--- config.mk ---
export PLATFORM = sky130hd
export DESIGN_NAME = standardized_max_abs_statistic_top
export DESIGN_NICKNAME = d
export VERILOG_FILES = /design/src/sv/smas_pkg.sv /design/src/sv/smas_cfg.sv /design/src/sv/smas_isqrt.sv /design/src/sv/smas_divider.sv /design/src/sv/standardized_max_abs_statistic_top.sv
export SDC_FILE = /design/constraint.sdc
export NUM_CORES = 1
export LEC_CHECK = 0
export ABC_AREA = 1
export ABC_CLOCK_PERIOD_IN_PS = 3340
export BUFFER_PORTS_ARGS = -buffer_cell sky130_fd_sc_hd__buf_2
export CAP_MARGIN = 10
export CORE_MARGIN = 5
export CORE_UTILIZATION = 45
export CTS_CLUSTER_DIAMETER = 80
export DETAILED_ROUTE_END_ITERATION = 12
export SYNTH_ARGS = -nofsm -noshare
export SYNTH_HDL_FRONTEND = slang
export SYNTH_SLANG_ARGS = --single-unit
export TNS_END_PERCENT = 100
--- constraint.sdc ---
create_clock -name aclk -period 3.34 [get_ports aclk]
set_clock_uncertainty 0.1 [all_clocks]
set_input_delay 0.334 -clock aclk [delete_from_list [all_inputs] [get_ports aclk]]
set_output_delay 0.334 -clock aclk [all_outputs]
set_load 0.02 [all_outputs]
--- src/sv/smas_pkg.sv ---
// ----------------------------------------------------------------------------
// smas_pkg
// Shared types for the standardized max-abs statistic block.
// ----------------------------------------------------------------------------
package smas_pkg;

    // Handshake status of an iterative arithmetic unit
    typedef struct packed {
        logic busy;   // iterating
        logic done;   // one-cycle pulse, result valid from this cycle on
    } smas_unit_status_t;

endpackage

--- src/sv/smas_cfg.sv ---
// ----------------------------------------------------------------------------
// smas_cfg
// APB-style configuration registers: variance tolerance and absolute mode.
// ----------------------------------------------------------------------------
module smas_cfg #(
    parameter int DATA_WIDTH = 32,
    parameter int PDATA_W    = 32,
    parameter int PADDR_W    = 3
) (
    input  logic                  aclk,
    input  logic                  aresetn,
    input  logic                  psel,
    input  logic                  penable,
    input  logic                  pwrite,
    input  logic [PADDR_W-1:0]    paddr,
    input  logic [PDATA_W-1:0]    pwdata,
    output logic [PDATA_W-1:0]    prdata,
    output logic                  pready,
    output logic [DATA_WIDTH-1:0] tolerance,
    output logic                  abs_mode
);

    localparam logic REG_TOLERANCE = 1'b0;
    localparam logic REG_ABS_MODE  = 1'b1;

    logic [DATA_WIDTH-1:0] tol_reg, tol_next;
    logic                  abs_reg, abs_next;
    logic                  wr_en;
    logic                  reg_idx;

    // register index sits above the byte offset of one data word
    assign reg_idx = paddr[PADDR_W-1];
    assign wr_en   = psel & penable & pwrite & pready;
    assign pready  = 1'b1;

    always_comb begin
        tol_next = tol_reg;
        abs_next = abs_reg;
        if (wr_en) begin
            case (reg_idx)
                REG_TOLERANCE: tol_next = pwdata[DATA_WIDTH-1:0];
                REG_ABS_MODE:  abs_next = pwdata[0];
                default: ;
            endcase
        end
    end

    always_comb begin
        case (reg_idx)
            REG_TOLERANCE: prdata = PDATA_W'(tol_reg);
            REG_ABS_MODE:  prdata = PDATA_W'(abs_reg);
            default:       prdata = '0;
        endcase
    end

    always_ff @(posedge aclk) begin
        if (!aresetn) begin
            tol_reg <= '0;
            abs_reg <= 1'b0;
        end else begin
            tol_reg <= tol_next;
            abs_reg <= abs_next;
        end
    end

    assign tolerance = tol_reg;
    assign abs_mode  = abs_reg;

endmodule

--- src/sv/smas_isqrt.sv ---
// ----------------------------------------------------------------------------
// smas_isqrt
// Restoring integer square root of (radicand << FRAC_BITS), two radicand bits
// shifted in per cycle, one root bit out per cycle.
// ----------------------------------------------------------------------------
module smas_isqrt #(
    parameter int DATA_WIDTH = 32,
    parameter int FRAC_BITS  = 16
) (
    input  logic                                     aclk,
    input  logic                                     aresetn,
    input  logic                                     start,
    input  logic [DATA_WIDTH-1:0]                    radicand,
    output logic [(DATA_WIDTH+FRAC_BITS+1)/2-1:0]    root,
    output smas_pkg::smas_unit_status_t              status
);

    localparam int RW    = (DATA_WIDTH + FRAC_BITS + 1) / 2;
    localparam int RAD_W = 2 * RW;
    localparam int CW    = $clog2(RW + 1);

    logic [RAD_W-1:0] rad_reg, rad_next;
    logic [RW+1:0]    rem_reg, rem_next;
    logic [RW-1:0]    root_reg, root_next;
    logic [CW-1:0]    cnt_reg, cnt_next;
    logic             busy_reg, busy_next;
    logic             done_reg, done_next;

    logic [RW+1:0]    shifted;
    logic [RW+1:0]    trial;
    logic [RW+2:0]    diff;
    logic             ge;

    // remainder stays below 2^RW until the final step
    assign shifted = {rem_reg[RW-1:0], rad_reg[RAD_W-1 -: 2]};
    assign trial   = {root_reg, 2'b01};
    assign diff    = {1'b0, shifted} - {1'b0, trial};
    assign ge      = ~diff[RW+2];

    always_comb begin
        rad_next  = rad_reg;
        rem_next  = rem_reg;
        root_next = root_reg;
        cnt_next  = cnt_reg;
        busy_next = busy_reg;
        done_next = 1'b0;
        if (start) begin
            rad_next  = RAD_W'(radicand) << FRAC_BITS;
            rem_next  = '0;
            root_next = '0;
            cnt_next  = CW'(RW);
            busy_next = 1'b1;
        end else if (busy_reg) begin
            rad_next  = rad_reg << 2;
            rem_next  = ge ? diff[RW+1:0] : shifted;
            root_next = {root_reg[RW-2:0], ge};
            cnt_next  = cnt_reg - 1'b1;
            if (cnt_reg == CW'(1)) begin
                busy_next = 1'b0;
                done_next = 1'b1;
            end
        end
    end

    always_ff @(posedge aclk) begin
        if (!aresetn) begin
            cnt_reg  <= '0;
            busy_reg <= 1'b0;
            done_reg <= 1'b0;
        end else begin
            cnt_reg  <= cnt_next;
            busy_reg <= busy_next;
            done_reg <= done_next;
        end
    end

    always_ff @(posedge aclk) begin
        rad_reg  <= rad_next;
        rem_reg  <= rem_next;
        root_reg <= root_next;
    end

    assign root        = root_reg;
    assign status.busy = busy_reg;
    assign status.done = done_reg;

endmodule

--- src/sv/smas_divider.sv ---
// ----------------------------------------------------------------------------
// smas_divider
// Restoring divider for (magnitude << FRAC_BITS) / root, one quotient bit per
// cycle. Keeps DATA_WIDTH quotient bits plus a sticky overflow flag.
// ----------------------------------------------------------------------------
module smas_divider #(
    parameter int DATA_WIDTH = 32,
    parameter int FRAC_BITS  = 16
) (
    input  logic                                     aclk,
    input  logic                                     aresetn,
    input  logic                                     start,
    input  logic [DATA_WIDTH-1:0]                    magnitude,
    input  logic [(DATA_WIDTH+FRAC_BITS+1)/2-1:0]    divisor,
    output logic [DATA_WIDTH-1:0]                    quotient,
    output logic                                     overflow,
    output smas_pkg::smas_unit_status_t              status
);

    localparam int RW = (DATA_WIDTH + FRAC_BITS + 1) / 2;
    localparam int NW = DATA_WIDTH + FRAC_BITS;
    localparam int CW = $clog2(NW + 1);

    logic [NW-1:0]         dvd_reg, dvd_next;
    logic [RW-1:0]         dvs_reg, dvs_next;
    logic [RW-1:0]         rem_reg, rem_next;
    logic [DATA_WIDTH-1:0] q_reg, q_next;
    logic                  ovf_reg, ovf_next;
    logic [CW-1:0]         cnt_reg, cnt_next;
    logic                  busy_reg, busy_next;
    logic                  done_reg, done_next;

    logic [RW:0]           shifted;
    logic [RW+1:0]         diff;
    logic                  qbit;

    assign shifted = {rem_reg, dvd_reg[NW-1]};
    assign diff    = {1'b0, shifted} - {2'b00, dvs_reg};
    assign qbit    = ~diff[RW+1];

    always_comb begin
        dvd_next  = dvd_reg;
        dvs_next  = dvs_reg;
        rem_next  = rem_reg;
        q_next    = q_reg;
        ovf_next  = ovf_reg;
        cnt_next  = cnt_reg;
        busy_next = busy_reg;
        done_next = 1'b0;
        if (start) begin
            dvd_next  = NW'(magnitude) << FRAC_BITS;
            dvs_next  = divisor;
            rem_next  = '0;
            q_next    = '0;
            ovf_next  = 1'b0;
            cnt_next  = CW'(NW);
            busy_next = 1'b1;
        end else if (busy_reg) begin
            dvd_next  = dvd_reg << 1;
            // after a successful subtract the remainder is below the divisor
            rem_next  = qbit ? diff[RW-1:0] : shifted[RW-1:0];
            ovf_next  = ovf_reg | q_reg[DATA_WIDTH-1];
            q_next    = {q_reg[DATA_WIDTH-2:0], qbit};
            cnt_next  = cnt_reg - 1'b1;
            if (cnt_reg == CW'(1)) begin
                busy_next = 1'b0;
                done_next = 1'b1;
            end
        end
    end

    always_ff @(posedge aclk) begin
        if (!aresetn) begin
            cnt_reg  <= '0;
            busy_reg <= 1'b0;
            done_reg <= 1'b0;
        end else begin
            cnt_reg  <= cnt_next;
            busy_reg <= busy_next;
            done_reg <= done_next;
        end
    end

    always_ff @(posedge aclk) begin
        dvd_reg <= dvd_next;
        dvs_reg <= dvs_next;
        rem_reg <= rem_next;
        q_reg   <= q_next;
        ovf_reg <= ovf_next;
    end

    assign quotient    = q_reg;
    assign overflow    = ovf_reg;
    assign status.busy = busy_reg;
    assign status.done = done_reg;

endmodule

--- src/sv/standardized_max_abs_statistic_top.sv ---
// ----------------------------------------------------------------------------
// standardized_max_abs_statistic_top
// Standardized score (statistic - expectation) / sqrt(variance) per element,
// saturated, with a running maximum of the absolute score per vector.
// ----------------------------------------------------------------------------
// One element is processed at a time. An element whose variance is above the
// tolerance (Q16.16 with the default parameters) passes through the
// bit-serial square root, which takes two radicand bits per cycle, and then
// the restoring divider, which takes one quotient bit per cycle. An element
// at or below the tolerance skips both units. Results sit in an output
// register, so the next element is taken while the previous result waits;
// only a second finished result stalls behind an untaken one. The maximum
// is cleared once the element marked last has been processed.
module standardized_max_abs_statistic_top #(
    parameter int DATA_WIDTH = 32,
    parameter int FRAC_BITS  = 16
) (
    input  logic                         aclk,
    input  logic                         aresetn,
    // input transactions
    input  logic                         s_valid,
    output logic                         s_ready,
    input  logic signed [DATA_WIDTH-1:0] s_statistic,
    input  logic signed [DATA_WIDTH-1:0] s_expectation,
    input  logic [DATA_WIDTH-1:0]        s_variance,
    input  logic                         s_last_element,
    // result transactions
    output logic                         m_valid,
    input  logic                         m_ready,
    output logic signed [DATA_WIDTH-1:0] m_score,
    output logic [DATA_WIDTH-2:0]        m_running_max_abs,
    output logic                         m_last_result,
    // configuration
    input  logic                                   psel,
    input  logic                                   penable,
    input  logic                                   pwrite,
    input  logic [((DATA_WIDTH > 32) ? 4 : 3)-1:0] paddr,
    input  logic [((DATA_WIDTH > 32) ? 64 : 32)-1:0] pwdata,
    output logic [((DATA_WIDTH > 32) ? 64 : 32)-1:0] prdata,
    output logic                                   pready
);

    localparam int W       = DATA_WIDTH;
    localparam int RW      = (DATA_WIDTH + FRAC_BITS + 1) / 2;
    localparam int PDATA_W = (DATA_WIDTH > 32) ? 64 : 32;
    localparam int PADDR_W = (DATA_WIDTH > 32) ? 4 : 3;

    localparam logic [1:0] ST_IDLE   = 2'd0;
    localparam logic [1:0] ST_SQRT   = 2'd1;
    localparam logic [1:0] ST_DIV    = 2'd2;
    localparam logic [1:0] ST_FINISH = 2'd3;

    localparam logic [W-1:0] SBIT = {1'b1, {(W-1){1'b0}}};

    logic [1:0]       state_reg, state_next;

    // element context held for the whole transaction
    logic [W-1:0]     mag_reg, mag_next;
    logic             neg_reg, neg_next;
    logic             bypass_reg, bypass_next;
    logic             last_reg, last_next;

    logic [W-2:0]     max_reg, max_next;

    logic             out_valid_reg, out_valid_next;
    logic [W-1:0]     out_score_reg, out_score_next;
    logic [W-2:0]     out_max_reg, out_max_next;
    logic             out_last_reg, out_last_next;

    logic [W-1:0]     tolerance;
    logic             abs_mode;

    logic             accept;
    logic             above_tol;
    logic signed [W:0] diff_in;
    logic [W:0]       diff_neg;
    logic             sq_start;
    logic             dv_start;
    logic [RW-1:0]    root;
    logic [W-1:0]     quot;
    logic             quot_ovf;
    smas_pkg::smas_unit_status_t sq_st;
    smas_pkg::smas_unit_status_t dv_st;

    logic             load_out;
    logic             q_big;
    logic             q_gt_sbit;
    logic [W-2:0]     abs_q;
    logic [W-1:0]     sat_q;
    logic [W-1:0]     score_val;
    logic [W-2:0]     max_upd;

    smas_cfg #(
        .DATA_WIDTH (DATA_WIDTH),
        .PDATA_W    (PDATA_W),
        .PADDR_W    (PADDR_W)
    ) u_cfg (
        .aclk      (aclk),
        .aresetn   (aresetn),
        .psel      (psel),
        .penable   (penable),
        .pwrite    (pwrite),
        .paddr     (paddr),
        .pwdata    (pwdata),
        .prdata    (prdata),
        .pready    (pready),
        .tolerance (tolerance),
        .abs_mode  (abs_mode)
    );

    smas_isqrt #(
        .DATA_WIDTH (DATA_WIDTH),
        .FRAC_BITS  (FRAC_BITS)
    ) u_isqrt (
        .aclk     (aclk),
        .aresetn  (aresetn),
        .start    (sq_start),
        .radicand (s_variance),
        .root     (root),
        .status   (sq_st)
    );

    smas_divider #(
        .DATA_WIDTH (DATA_WIDTH),
        .FRAC_BITS  (FRAC_BITS)
    ) u_divider (
        .aclk      (aclk),
        .aresetn   (aresetn),
        .start     (dv_start),
        .magnitude (mag_reg),
        .divisor   (root),
        .quotient  (quot),
        .overflow  (quot_ovf),
        .status    (dv_st)
    );

    assign s_ready   = (state_reg == ST_IDLE);
    assign accept    = s_valid & s_ready;
    assign above_tol = (s_variance > tolerance);
    assign diff_in   = {s_statistic[W-1], s_statistic} - {s_expectation[W-1], s_expectation};
    assign diff_neg  = ~diff_in + 1'b1;
    assign sq_start  = accept & above_tol;
    assign dv_start  = (state_reg == ST_SQRT) & sq_st.done;
    assign load_out  = (state_reg == ST_FINISH) & (~out_valid_reg | m_ready);

    // saturation of the quotient
    assign q_big     = quot_ovf | quot[W-1];
    assign q_gt_sbit = quot_ovf | (quot[W-1] & (|quot[W-2:0]));
    assign abs_q     = q_big ? {(W-1){1'b1}} : quot[W-2:0];
    assign sat_q     = q_gt_sbit ? SBIT : quot;

    always_comb begin
        if (bypass_reg) begin
            score_val = '0;
        end else if (!abs_mode && neg_reg) begin
            score_val = ~sat_q + 1'b1;
        end else begin
            score_val = {1'b0, abs_q};
        end
    end

    assign max_upd = (!bypass_reg && (abs_q > max_reg)) ? abs_q : max_reg;

    always_comb begin
        state_next  = state_reg;
        mag_next    = mag_reg;
        neg_next    = neg_reg;
        bypass_next = bypass_reg;
        last_next   = last_reg;
        max_next    = max_reg;
        case (state_reg)
            ST_IDLE: begin
                if (accept) begin
                    neg_next    = diff_in[W];
                    mag_next    = diff_in[W] ? diff_neg[W-1:0] : diff_in[W-1:0];
                    bypass_next = ~above_tol;
                    last_next   = s_last_element;
                    state_next  = above_tol ? ST_SQRT : ST_FINISH;
                end
            end
            ST_SQRT: begin
                if (sq_st.done) begin
                    state_next = ST_DIV;
                end
            end
            ST_DIV: begin
                if (dv_st.done) begin
                    state_next = ST_FINISH;
                end
            end
            ST_FINISH: begin
                if (load_out) begin
                    max_next   = last_reg ? '0 : max_upd;
                    state_next = ST_IDLE;
                end
            end
            default: state_next = ST_IDLE;
        endcase
    end

    always_comb begin
        out_valid_next = out_valid_reg & ~m_ready;
        out_score_next = out_score_reg;
        out_max_next   = out_max_reg;
        out_last_next  = out_last_reg;
        if (load_out) begin
            out_valid_next = 1'b1;
            out_score_next = score_val;
            out_max_next   = max_upd;
            out_last_next  = last_reg;
        end
    end

    always_ff @(posedge aclk) begin
        if (!aresetn) begin
            state_reg     <= ST_IDLE;
            max_reg       <= '0;
            out_valid_reg <= 1'b0;
        end else begin
            state_reg     <= state_next;
            max_reg       <= max_next;
            out_valid_reg <= out_valid_next;
        end
    end

    always_ff @(posedge aclk) begin
        mag_reg       <= mag_next;
        neg_reg       <= neg_next;
        bypass_reg    <= bypass_next;
        last_reg      <= last_next;
        out_score_reg <= out_score_next;
        out_max_reg   <= out_max_next;
        out_last_reg  <= out_last_next;
    end

    assign m_valid           = out_valid_reg;
    assign m_score           = out_score_reg;
    assign m_running_max_abs = out_max_reg;
    assign m_last_result     = out_last_reg;

    // the two arithmetic units never run at once
    a_units_exclusive: assert property (@(posedge aclk) disable iff (!aresetn)
        !(sq_st.busy && dv_st.busy))
        else $error("square root and divider busy together");

    // root hand-over starts the divider straight away
    a_sqrt_to_div: assert property (@(posedge aclk) disable iff (!aresetn)
        sq_st.done |=> dv_st.busy)
        else $error("divider not started after square root");

    // no arithmetic left running while a new element may be taken
    a_idle_quiet: assert property (@(posedge aclk) disable iff (!aresetn)
        (state_reg == ST_IDLE) |-> (!sq_st.busy && !dv_st.busy))
        else $error("unit busy while idle");

    // the vector maximum is cleared after the last element
    a_max_cleared: assert property (@(posedge aclk) disable iff (!aresetn)
        (load_out && last_reg) |=> (max_reg == '0))
        else $error("running maximum not cleared after last element");

endmodule

==> metrics.cfg, run 1 <==
[status]
status=complete, no violations

[floorplanning]
die_area_sq_um=58100
die_h_microns=241
initial_utilization_pct=45.5
fp.dieW_microns=241
io_pins=238
core-area_sq_um=52800
rows=84

[drt]
vias=22746
drt_iter0_drc=1456
firstDrtPassIters=6
drc_errors=0
finalWirelength_mm=69.2
drt-met1-wl_mm=31.2
dr_wl_met3_mm=2.90
wl_met2_mm=32.6
routed_via_density=5.13
top_layer=met4
ant_nets=0
wl_per_cell_microns=15.6

[job]
timing.max_cap.violations=0

[power]
ir_drop_mv=0.552
total_leakage_power_uw=0.0139
p_seq_share_pct=30.3
intPower_uw=12500
switchingPower_uw=9400
finalPower_uw=21900
swShare_pct=42.9
power_frac_clock_pct=23.2
p_comb_share_pct=46.5
p_per_area_nw_per_um2=769

[grt]
antenna_found_initial=1
grt_pass1_wl_mm=110
grt_usage_pct=23.0
first_global_vias=21966
grt_max_degree=71
grt_overflow=0

[logic_synthesis]
syn_inst=3388
synth_top_area_cell=edfxtp_1
synth.distinct_cells=55
synth-edff-count=187
ys.flop_type=edfxtp_1
synthArstFlopShare_pct=0
synth_area_leaders=edfxtp_1 23%, dfxtp_1 16%, nand2_1 15%
avgSynthCellArea_sq_um=7.09
syn_nets=3683
yosysWarnings=0
synthMostInstantiatedCell=nand2_1
synthTopCellsByCount=952 x nand2_1, 579 x inv_1, 282 x nor2_1
synthesis.area_sq_um=24000
ys_seq_area_share_pct=38.9
synth_top_area_share_pct=23.4
ys_ff_latch=374

[sta]
fin_crit_ns=3.09
finalMaxSlewViolations=0
worst_slew_pin_slew_ns=1.16
fmax_mhz=324
setup_violations=0
post-route-period-util_pct=92.4
hold_violations=0
relSlewSlack_pct=22.4
hold-worst-slack_ns=0.0482

[place]
placedCellCount=4285
port_buffers=234
placedInstanceArea_sq_um=26300
hpwl_mm=52.2
globalplace.congestion=0.931

[hold_path]
holdCritPathClass=primary input to flop

[finish]
finalInstanceArea_sq_um=28500
fin_cells=4433
finalNetCount=4003
drive_gt1_share_pct=11.6
fillers=5194
synthToLayoutAreaGrowth_pct=18.7

[clock_tree]
cts.path.max_buffers=3
cts_max_level=2
tritoncts=built
cts_buffers=44
clk_latency_ns=0.58
clock-sinks=374
clk_pin_slew_worst_paths_ns=0.06
cts_root_buf=clkbuf_16
postCtsSetupBuffers=0

[critical_path]
crit_required_ns=3.55
cp_data_arrival_time_ns=3.29
endpoint_kind=flop
worstPathMaxFanout=19
crit_type=flop to flop
worst_setup_path_start_kind=flop

==> power groups by stage <==
stage                     Sequential (uW)  Combinational (uW)  Clock, uW
after CTS                            6640               10100       5220
after detailed placement             6730                9990          0
after global placement               6710                9850          0
after floorplan                      6570                6980          0
after global routing                 6720               11500       5400
final                                6640               10200       5090
==> metrics by stage <==
stage	utilization (%)	setup slack (ns)	setup TNS [ns]
floorplan	-	0.0775	0
global placement	49.9	0.221	0
detailed placement	49.9	0.164	0
CTS	54.0	0.183	0
global route	54.1	-0.0359	-0.0836
finish	54.1	0.253	0
==> critical path, cell delays in order (launching register included) <==
cell	delay, ns
dfxtp_1	0.32
nor2_1	0.17
inv_1	0.07
buf_4	0.20
nor2_1	0.16
inv_1	0.07
ha_1	0.29
a21oi_1	0.13
o21ai_0	0.08
nor3b_1	0.13
o21ai_0	0.19
o211ai_1	0.12
nand2_1	0.07
nand2_1	0.09
nand2_1	0.16
buf_12	0.18
nand2_1	0.08
and2_1	0.18
==> metal layers <==
metal  global-route usage, %  vias to the layer above
met5                       0                        -
met1                    29.9                    10484
met4                    8.19                        0
met3                    3.01                      148
li1                        -                    11563
met2                    39.5                      551
==> area by class of cell <==
cell class / count / area [sq um] / area share, %
Antenna cell: 1 / 2.50 / 0.00877
Timing Repair Buffer: 376 / 2470 / 8.65
Multi-Input combinational cell: 2322 / 12100 / 42.4
Sequential cell: 374 / 9360 / 32.8
Clock buffer: 53 / 1180 / 4.12
Clock inverter: 29 / 358 / 1.25
Tap cell: 688 / 861 / 3.02
Inverter: 590 / 2210 / 7.76
==> cells in the final DEF (no fill, tap or decap), types with 5 or more instances in the layout <==
cell type,count
clkbuf_1,6
clkinvlp_4,6
or2_2,6
inv_1,576
nand2_1,952
xor2_1,45
ha_1,154
nand2_2,10
dlygate4sd3_1,65
nand4_1,57
o21ai_1,8
o21ai_0,160
nor3_1,27
buf_4,71
clkinv_1,8
o211ai_1,22
buf_2,234
nor2_1,281
buf_12,5
nand3_2,5
clkbuf_16,45
o21bai_1,12
xnor2_1,17
and2_1,38
a21o_1,9
nand3_1,206
nand3b_1,8
edfxtp_1,187
o22ai_1,32
dfxtp_1,186
a21oi_1,196
bufinv_16,7
a211oi_1,9
a31oi_1,13
inv_2,11
==> cells by family after synthesis <==
logic type	after synthesis	synth area share, %
buf+inv	692	10.9
simple gates	1612	28.1
fa+ha+maj	156	8.19
xor+xnor	63	2.33
flops	374	38.9
compound gates	490	11.5
other cells	1	0.0156
==> path summary, 6_finish.rpt <==
| kind | endpoint | start | slack [ns] | depth (start not counted) |
|---|---|---|---|---|
| worst min-delay path | u_isqrt.rad_reg[16] | s_variance[0] | 0.05 | 3 |
| worst max-delay path | m_running_max_abs[2] | u_divider.quotient[31] | 0.25 | 17 |
| worst max register to register | m_running_max_abs[2] | u_divider.quotient[31] | 0.25 | 17 |
| worst min register to register | u_divider.dvs_reg[23] | u_isqrt.root[23] | 0.35 | 0 |
==> timing repair <==
action	4_1_cts	5_1_grt
hold endpoints to repair	66	0
endpoints found under the setup margin	0	131
gates resized for setup	0	6
hold buffers	65	0
Power figures use the tool's default switching activity.
==> run 2, diff against run 1 <==
--- a/config.mk
+++ b/config.mk
@@ -9,11 +9,12 @@
 export ABC_CLOCK_PERIOD_IN_PS = 3340
 export BUFFER_PORTS_ARGS = -buffer_cell sky130_fd_sc_hd__buf_2
 export CAP_MARGIN = 10
-export CORE_MARGIN = 5
+export CORE_MARGIN = 1
 export CORE_UTILIZATION = 45
 export CTS_CLUSTER_DIAMETER = 80
 export DETAILED_ROUTE_END_ITERATION = 12
 export SYNTH_ARGS = -nofsm -noshare
 export SYNTH_HDL_FRONTEND = slang
+export SYNTH_HIERARCHICAL = 1
 export SYNTH_SLANG_ARGS = --single-unit
-export TNS_END_PERCENT = 100
+export TNS_END_PERCENT = 1
==> run 2 against run 1 <==
Against the previous run:
- core utilization fell by 0.78 points
- critical endpoint is now m_running_max_abs[13]
- area after synthesis rose by 4.7%
- die area fell by 2.1%
==> metrics.cfg, run 2 <==
[status]
status=complete, no violations  ; unchanged

[critical_path]
r2r.worst_path.cells=15  ; was 17
rrSetupSlack_ns=0.28  ; was 0.25 ns
crit_type=flop to flop  ; unchanged
worst_setup_path_start_kind=flop  ; unchanged
regToRegStartpoint=u_divider/overflow  ; was u_divider.quotient[31]
crit_required_ns=3.57  ; was 3.55 ns
endpoint_kind=flop  ; unchanged
cp_data_arrival_time_ns=3.29  ; about the same
worstPathMaxFanout=34  ; was 19
r2r_end=m_running_max_abs[13]  ; was m_running_max_abs[2]

[sta]
hold_violations=0  ; unchanged
finalMaxSlewViolations=0  ; unchanged
worst_slew_pin_slew_ns=0.778  ; was 1.16 ns
fmax_mhz=327  ; was 324 MHz
fin_crit_ns=3.06  ; was 3.09 ns
post-route-period-util_pct=91.5  ; was 92.4%
fin_setup_tns_ns=0  ; unchanged
rsz0062_at_grt=no
relSlewSlack_pct=48.0  ; was 22.4%
setup_violations=0  ; unchanged

[floorplanning]
io_pins=238  ; unchanged
fp.dieW_microns=239  ; was 241 microns
rows=86  ; was 84
core-area_sq_um=55200  ; was 52800 sq um
die_h_microns=239  ; was 241 microns
die_area_sq_um=56900  ; was 58100 sq um
initial_utilization_pct=45.6  ; was 45.5%

[logic_synthesis]
avgSynthCellArea_sq_um=6.94  ; was 7.09 sq um
yosysWarnings=6  ; was 0
synthesis.area_sq_um=25200  ; was 24000 sq um
syn_inst=3628  ; was 3388
syn_nets=3923  ; was 3683

[hold_path]
min_from=s_valid  ; was s_variance[0]
hold_depth=4  ; was 3
holdCritPathClass=primary input to flop  ; unchanged
hold_end=state_reg[1]  ; was u_isqrt.rad_reg[16]

[job]
timing.max_cap.violations=0  ; unchanged

[grt]
first_global_vias=20842  ; was 21966
grt_max_degree=48  ; was 71
antenna_found_initial=1  ; unchanged
grt_overflow=0  ; unchanged
grt_usage_pct=22.3  ; was 23.0%
grt_pass1_wl_mm=104  ; was 110 mm

[power]
ir_drop_mv=0.431  ; was 0.552 mV
finalPower_uw=19900  ; was 21900 uW
power_frac_clock_pct=25.5  ; was 23.2%
p_per_area_nw_per_um2=678  ; was 769 nW/um^2
switchingPower_uw=8070  ; was 9400 uW
intPower_uw=11900  ; was 12500 uW
p_comb_share_pct=42.4  ; was 46.5%
p_seq_share_pct=32.0  ; was 30.3%
swShare_pct=40.5  ; was 42.9%
total_leakage_power_uw=0.0145  ; was 0.0139 uW

[place]
hpwl_mm=48.5  ; was 52.2 mm
globalplace.congestion=0.903  ; was 0.931
port_buffers=234  ; unchanged

[drt]
finalWirelength_mm=63.6  ; was 69.2 mm
firstDrtPassIters=5  ; was 6
wl_per_cell_microns=13.5  ; was 15.6 microns
drc_errors=0  ; unchanged
vias=22737  ; was 22746
ant_nets=0  ; unchanged
drt_iter0_drc=1388  ; was 1456
routed_via_density=4.83  ; was 5.13

[finish]
layout_commonest_cell=nand2_1  ; unchanged
finalNetCount=4222  ; was 4003
drive_gt1_share_pct=11.7  ; was 11.6%
diodes=0  ; was 1
fillers=5640  ; was 5194
most-common-layout-cells=1107 x nand2_1, 648 x inv_1, 325 x nor2_1, 259 x nand3_1, 234 x buf_2  ; was 952 x nand2_1, 576 x inv_1, 281 x nor2_1, 234 x buf_2, 206 x nand3_1
synthToLayoutAreaGrowth_pct=16.9  ; was 18.7%

[clock_tree]
clk_pin_slew_worst_paths_ns=0.06  ; about the same
postCtsSetupBuffers=0  ; unchanged
cts_root_buf=clkbuf_16  ; unchanged
cts.path.max_buffers=3  ; unchanged
clk_latency_ns=0.58  ; about the same
tritoncts=built  ; unchanged
cts_buffers=43  ; was 44
cts_max_level=2  ; unchanged
clock-sinks=374  ; unchanged

-- run 2: metal layers --
layer	part of all wire (%)	wire [microns]	GRT usage (%)
met1	48	30600	30.6
met2	46	29000	37.0
met3	4.2	2670	2.85
met4	2.1	1360	6.12
met5	0.019	12	0
-- run 2: worst max path at each step --
stage               cells after the start               start  slack [ns]               endpoint
floorplan                               7        state_reg[1]        0.30  u_divider/dvd_reg[16]
global placement                       15      s_variance[31]        0.21        u_isqrt/root[1]
detailed placement                     20      s_statistic[0]        0.19            mag_reg[22]
CTS                                    14  u_divider/overflow        0.25  m_running_max_abs[20]
global route                           18  u_divider/overflow        0.03  m_running_max_abs[13]
finish                                 15  u_divider/overflow        0.28  m_running_max_abs[13]
-- run 2: layout make-up --
type	instances	area, sq um	area share, %
flip-flops and latches	374	9360	31.8
inverters	671	2520	8.56
repair buffers	356	2330	7.92
clock inverters	33	429	1.46
multi-input cells	2481	12700	43.3
well taps	748	936	3.18
clock buffers	47	1100	3.74
-- run 2: power by group through the flow --
stage	logic [uW]	clock network (uW)	registers [uW]
floorplan	6160	0	6450
global placement	8270	0	6480
detailed placement	8330	0	6480
CTS	8430	5220	6390
global route	9610	5400	6480
finish	8460	5090	6390
-- run 2: through the flow --
stage          instances  cell area (sq um)  util [%]  hold WS (ns)  setup slack, ns
3_5_place_dp        4563              27200      49.3         0.313            0.193
2_1_floorplan       3628              25200         -         0.308            0.297
6_report            4710              29400      53.3        0.0714            0.284
5_1_grt             4710              29400      53.3        0.0902           0.0274
4_1_cts             4710              29400      53.3        0.0409            0.252
3_3_place_gp        4563              27200      49.3         0.312            0.205
-- run 2: worst max-delay path, stage by stage (launching register included) --
cell and delay [ns]:
dfxtp_1 0.32, nor2_1 0.11, clkinv_1 0.11, buf_12 0.18, nor2_1 0.18, inv_1 0.08, ha_1 0.30, nand4_1 0.12
nor3_1 0.26, nand3_1 0.11, o41ai_1 0.25, inv_1 0.09, nand2_1 0.12, buf_12 0.21, nand2_1 0.09, and2_1 0.15
-- run 2: repair_timing --
action                                  4_1_cts  5_1_grt
hold buffers                                 67        0
gates resized for setup                       0        1
endpoints found under the setup margin        0        7
hold endpoints to repair                     69        0
==> run 3, diff against run 2 <==
--- a/config.mk
+++ b/config.mk
@@ -6,13 +6,14 @@
 export NUM_CORES = 1
 export LEC_CHECK = 0
 export ABC_AREA = 1
-export ABC_CLOCK_PERIOD_IN_PS = 3340
+export ABC_CLOCK_PERIOD_IN_PS = 2800
 export BUFFER_PORTS_ARGS = -buffer_cell sky130_fd_sc_hd__buf_2
 export CAP_MARGIN = 10
 export CORE_MARGIN = 1
 export CORE_UTILIZATION = 45
 export CTS_CLUSTER_DIAMETER = 80
 export DETAILED_ROUTE_END_ITERATION = 12
+export PLACE_DENSITY = 0.66
 export SYNTH_ARGS = -nofsm -noshare
 export SYNTH_HDL_FRONTEND = slang
 export SYNTH_HIERARCHICAL = 1
==> constraint.sdc (replaced) <==
create_clock -name aclk -period 2.8 [get_ports aclk]
set_clock_uncertainty 0.1 [all_clocks]
set_input_delay 0.28 -clock aclk [delete_from_list [all_inputs] [get_ports aclk]]
set_output_delay 0.28 -clock aclk [all_outputs]
set_load 0.02 [all_outputs]
==> run 3 against run 2 <==
Against the previous run:
- combinational power is 42% higher
- critical path depth is 1 higher
- sequential share of layout area is 1.9 points lower
- register-to-register slack worse by 0.50 ns
- the flow now finishes with violations (negative setup slack)
- wire length is 6.0% higher
- core utilization is 3.4 points higher
- cell count is 3.4% higher
- largest cell class unchanged
==> metrics.cfg, run 3 (synthesized netlist as in run 2, its figures left out) <==
[status]
status=finished with violations  ; was complete, no violations
failed_checks=negative setup slack

[floorplanning]
die_area_sq_um=56900  ; unchanged
fp.dieW_microns=239  ; unchanged
io_pins=238  ; unchanged
rows=86  ; unchanged
initial_utilization_pct=45.6  ; unchanged
core-area_sq_um=55200  ; unchanged
die_h_microns=239  ; unchanged

[drt]
firstDrtPassIters=5  ; unchanged
vias=23817  ; was 22737
wl_per_cell_microns=13.8  ; was 13.5 microns
routed_via_density=4.89  ; was 4.83
drc_errors=0  ; unchanged
ant_nets=0  ; unchanged
finalWirelength_mm=67.4  ; was 63.6 mm
drt_iter0_drc=1517  ; was 1388

[job]
timing.max_cap.violations=0  ; unchanged

[sta]
fmax_mhz=332  ; was 327 MHz
fin_setup_tns_ns=-9.81  ; was 0 ns
setup_violations=62  ; was 0
worst_slew_pin_slew_ns=0.767  ; was 0.778 ns
finalMaxSlewViolations=0  ; unchanged
post-route-period-util_pct=108  ; was 91.5%
relSlewSlack_pct=48.8  ; was 48.0%
hold-worst-slack_ns=0.0420  ; was 0.0714 ns
rsz0062_at_grt=yes  ; was no
finalWorstSetupSlack_ns=-0.211  ; was 0.284 ns
fin_crit_ns=3.01  ; was 3.06 ns
hold_violations=0  ; unchanged

[power]
p_per_area_nw_per_um2=814  ; was 678 nW/um^2
ir_drop_mv=0.556  ; was 0.431 mV
finalPower_uw=25500  ; was 19900 uW
total_leakage_power_uw=0.0154  ; was 0.0145 uW

[clock_tree]
cts_max_level=2  ; unchanged
cts.path.max_buffers=3  ; unchanged
tritoncts=built  ; unchanged
cts_buffers=44  ; was 43
clk_pin_slew_worst_paths_ns=0.06  ; about the same
clk_latency_ns=0.60  ; was 0.58 ns
clock-sinks=374  ; unchanged
cts_root_buf=clkbuf_16  ; unchanged

[finish]
finalNetCount=4380  ; was 4222
final_util_pct=56.7  ; was 53.3%
drive_gt1_share_pct=17.4  ; was 11.7%
fin_cells=4870  ; was 4710
layout_commonest_cell=nand2_1  ; unchanged
most-common-layout-cells=1098 x nand2_1, 637 x inv_1, 295 x nor2_1, 246 x nand3_1, 234 x buf_2  ; was 1107 x nand2_1, 648 x inv_1, 325 x nor2_1, 259 x nand3_1, 234 x buf_2
synthToLayoutAreaGrowth_pct=24.4  ; was 16.9%

[grt]
grt_usage_pct=23.1  ; was 22.3%
grt_overflow=0  ; unchanged
first_global_vias=22246  ; was 20842
grt_pass1_wl_mm=108  ; was 104 mm
grt_max_degree=60  ; was 48
antenna_found_initial=0  ; was 1

[critical_path]
worstPathMaxFanout=8  ; was 34
cp_data_arrival_time_ns=3.24  ; was 3.29 ns
regToRegStartpoint=u_divider/quotient[31]  ; was u_divider/overflow
endpoint=m_running_max_abs[27]  ; was m_running_max_abs[13]
cp_slowest_stage_delay_ns=0.32  ; about the same
critPathSlowestCell=dfxtp_2  ; was dfxtp_1
rrSetupSlack_ns=-0.21  ; was 0.28 ns
worst_setup_path_start_kind=flop  ; unchanged
crit_required_ns=3.03  ; was 3.57 ns
startpoint=u_divider/quotient[31]  ; was u_divider/overflow
r2r_end=m_running_max_abs[27]  ; was m_running_max_abs[13]
crit_type=flop to flop  ; unchanged
endpoint_kind=flop  ; unchanged
path_cells=nor2_2, inv_2, clkbuf_16, buf_4, nor2_1, inv_1, ha_1, buf_4, a21oi_1, o221ai_1, a21oi_2, nand2_4, nand2_8, clkbuf_16, nand2_1, and2_1  ; was nor2_1, clkinv_1, buf_12, nor2_1, inv_1, ha_1, nand4_1, nor3_1, nand3_1, o41ai_1, inv_1, nand2_1, buf_12, nand2_1, and2_1
r2r.worst_path.cells=16  ; was 15

[place]
placedCellCount=4709  ; was 4563
globalplace.congestion=0.941  ; was 0.903
hpwl_mm=49.7  ; was 48.5 mm
port_buffers=234  ; unchanged

[hold_path]
holdCritPathClass=primary input to flop  ; unchanged

[run 3: cell types whose count changed in the layout (fill, tap and decap cells not counted), moves of 9 or more]
cell	change
buf_4	+136
ha_4	+12
nand3_1	-13
nor2_1	-30
inv_2	+12
buf_6	+10
nand2_1	-9
a21oi_2	+9
nor2_2	+14
a21oi_1	-9
inv_1	-11
ha_1	-12
nor2_4	+16
[run 3: worst min-delay path by stage]
stage | cells after the start | endpoint | start | slack, ns
floorplan | 0 | last_reg | s_last_element | 0.28
global placement | 0 | u_divider/dvs_reg[20] | u_isqrt/root[20] | 0.31
detailed placement | 0 | u_divider/dvs_reg[20] | u_isqrt/root[20] | 0.32
CTS | 3 | mag_reg[0] | s_expectation[0] | 0.02
global route | 3 | mag_reg[0] | s_expectation[0] | 0.05
finish | 3 | mag_reg[0] | s_expectation[0] | 0.04
[run 3: area by class of cell]
type | instances | area (sq um)
Tap cell | 748 | 936
Sequential cell | 374 | 9370
Fill cell | 5212 | 23900
Timing Repair Buffer | 513 | 3710
Clock inverter | 24 | 287
Multi-Input combinational cell | 2481 | 13300
Inverter | 671 | 2520
Clock buffer | 58 | 1200
Antenna cell | 1 | 2.50
[run 3: stage by stage]
stage	worst slack [ns]	instance area (sq um)
after floorplan	-0.108	25200
after global placement	-0.162	28400
after detailed placement	-0.189	28400
after CTS	-0.115	30600
after global routing	-0.354	31300
final	-0.211	31300
[run 3: timing repair]
item                       CTS  global route
hold buffers                67             0
setup buffers                0             2
pin swaps                    2            33
cloned                       0             9
setup endpoints to repair  162           184
hold endpoints to repair    73             0
resized for setup           13           124
[run 3: per-layer routing]
| metal | global-route usage [%] | wire length, microns | vias up |
|---|---|---|---|
| li1 | - | - | 12404 |
| met4 | 7.93 | 1880 | 0 |
| met3 | 2.91 | 3960 | 123 |
| met5 | 0 | 0 | - |
| met1 | 31.0 | 30800 | 10652 |
| met2 | 38.4 | 30800 | 638 |
[run 3: where the power goes]
| part | internal [uW] | total (uW) | switching [uW] |
|---|---|---|---|
| Clock | 3530 | 5900 | 2370 |
| Sequential | 7010 | 7620 | 609 |
| Combinational | 4660 | 12000 | 7300 |
| Total | 15200 | 25500 | 10300 |
[run 3: critical path, delay by kind of cell (launching register included)]
kind	cells	cell delay, ns
AO/OA/AOI/OAI	3	0.51
adder cells (fa/ha/maj)	1	0.28
AND/OR/NAND/NOR	6	0.72
buffers and inverters	6	0.80
flip-flops	1	0.32
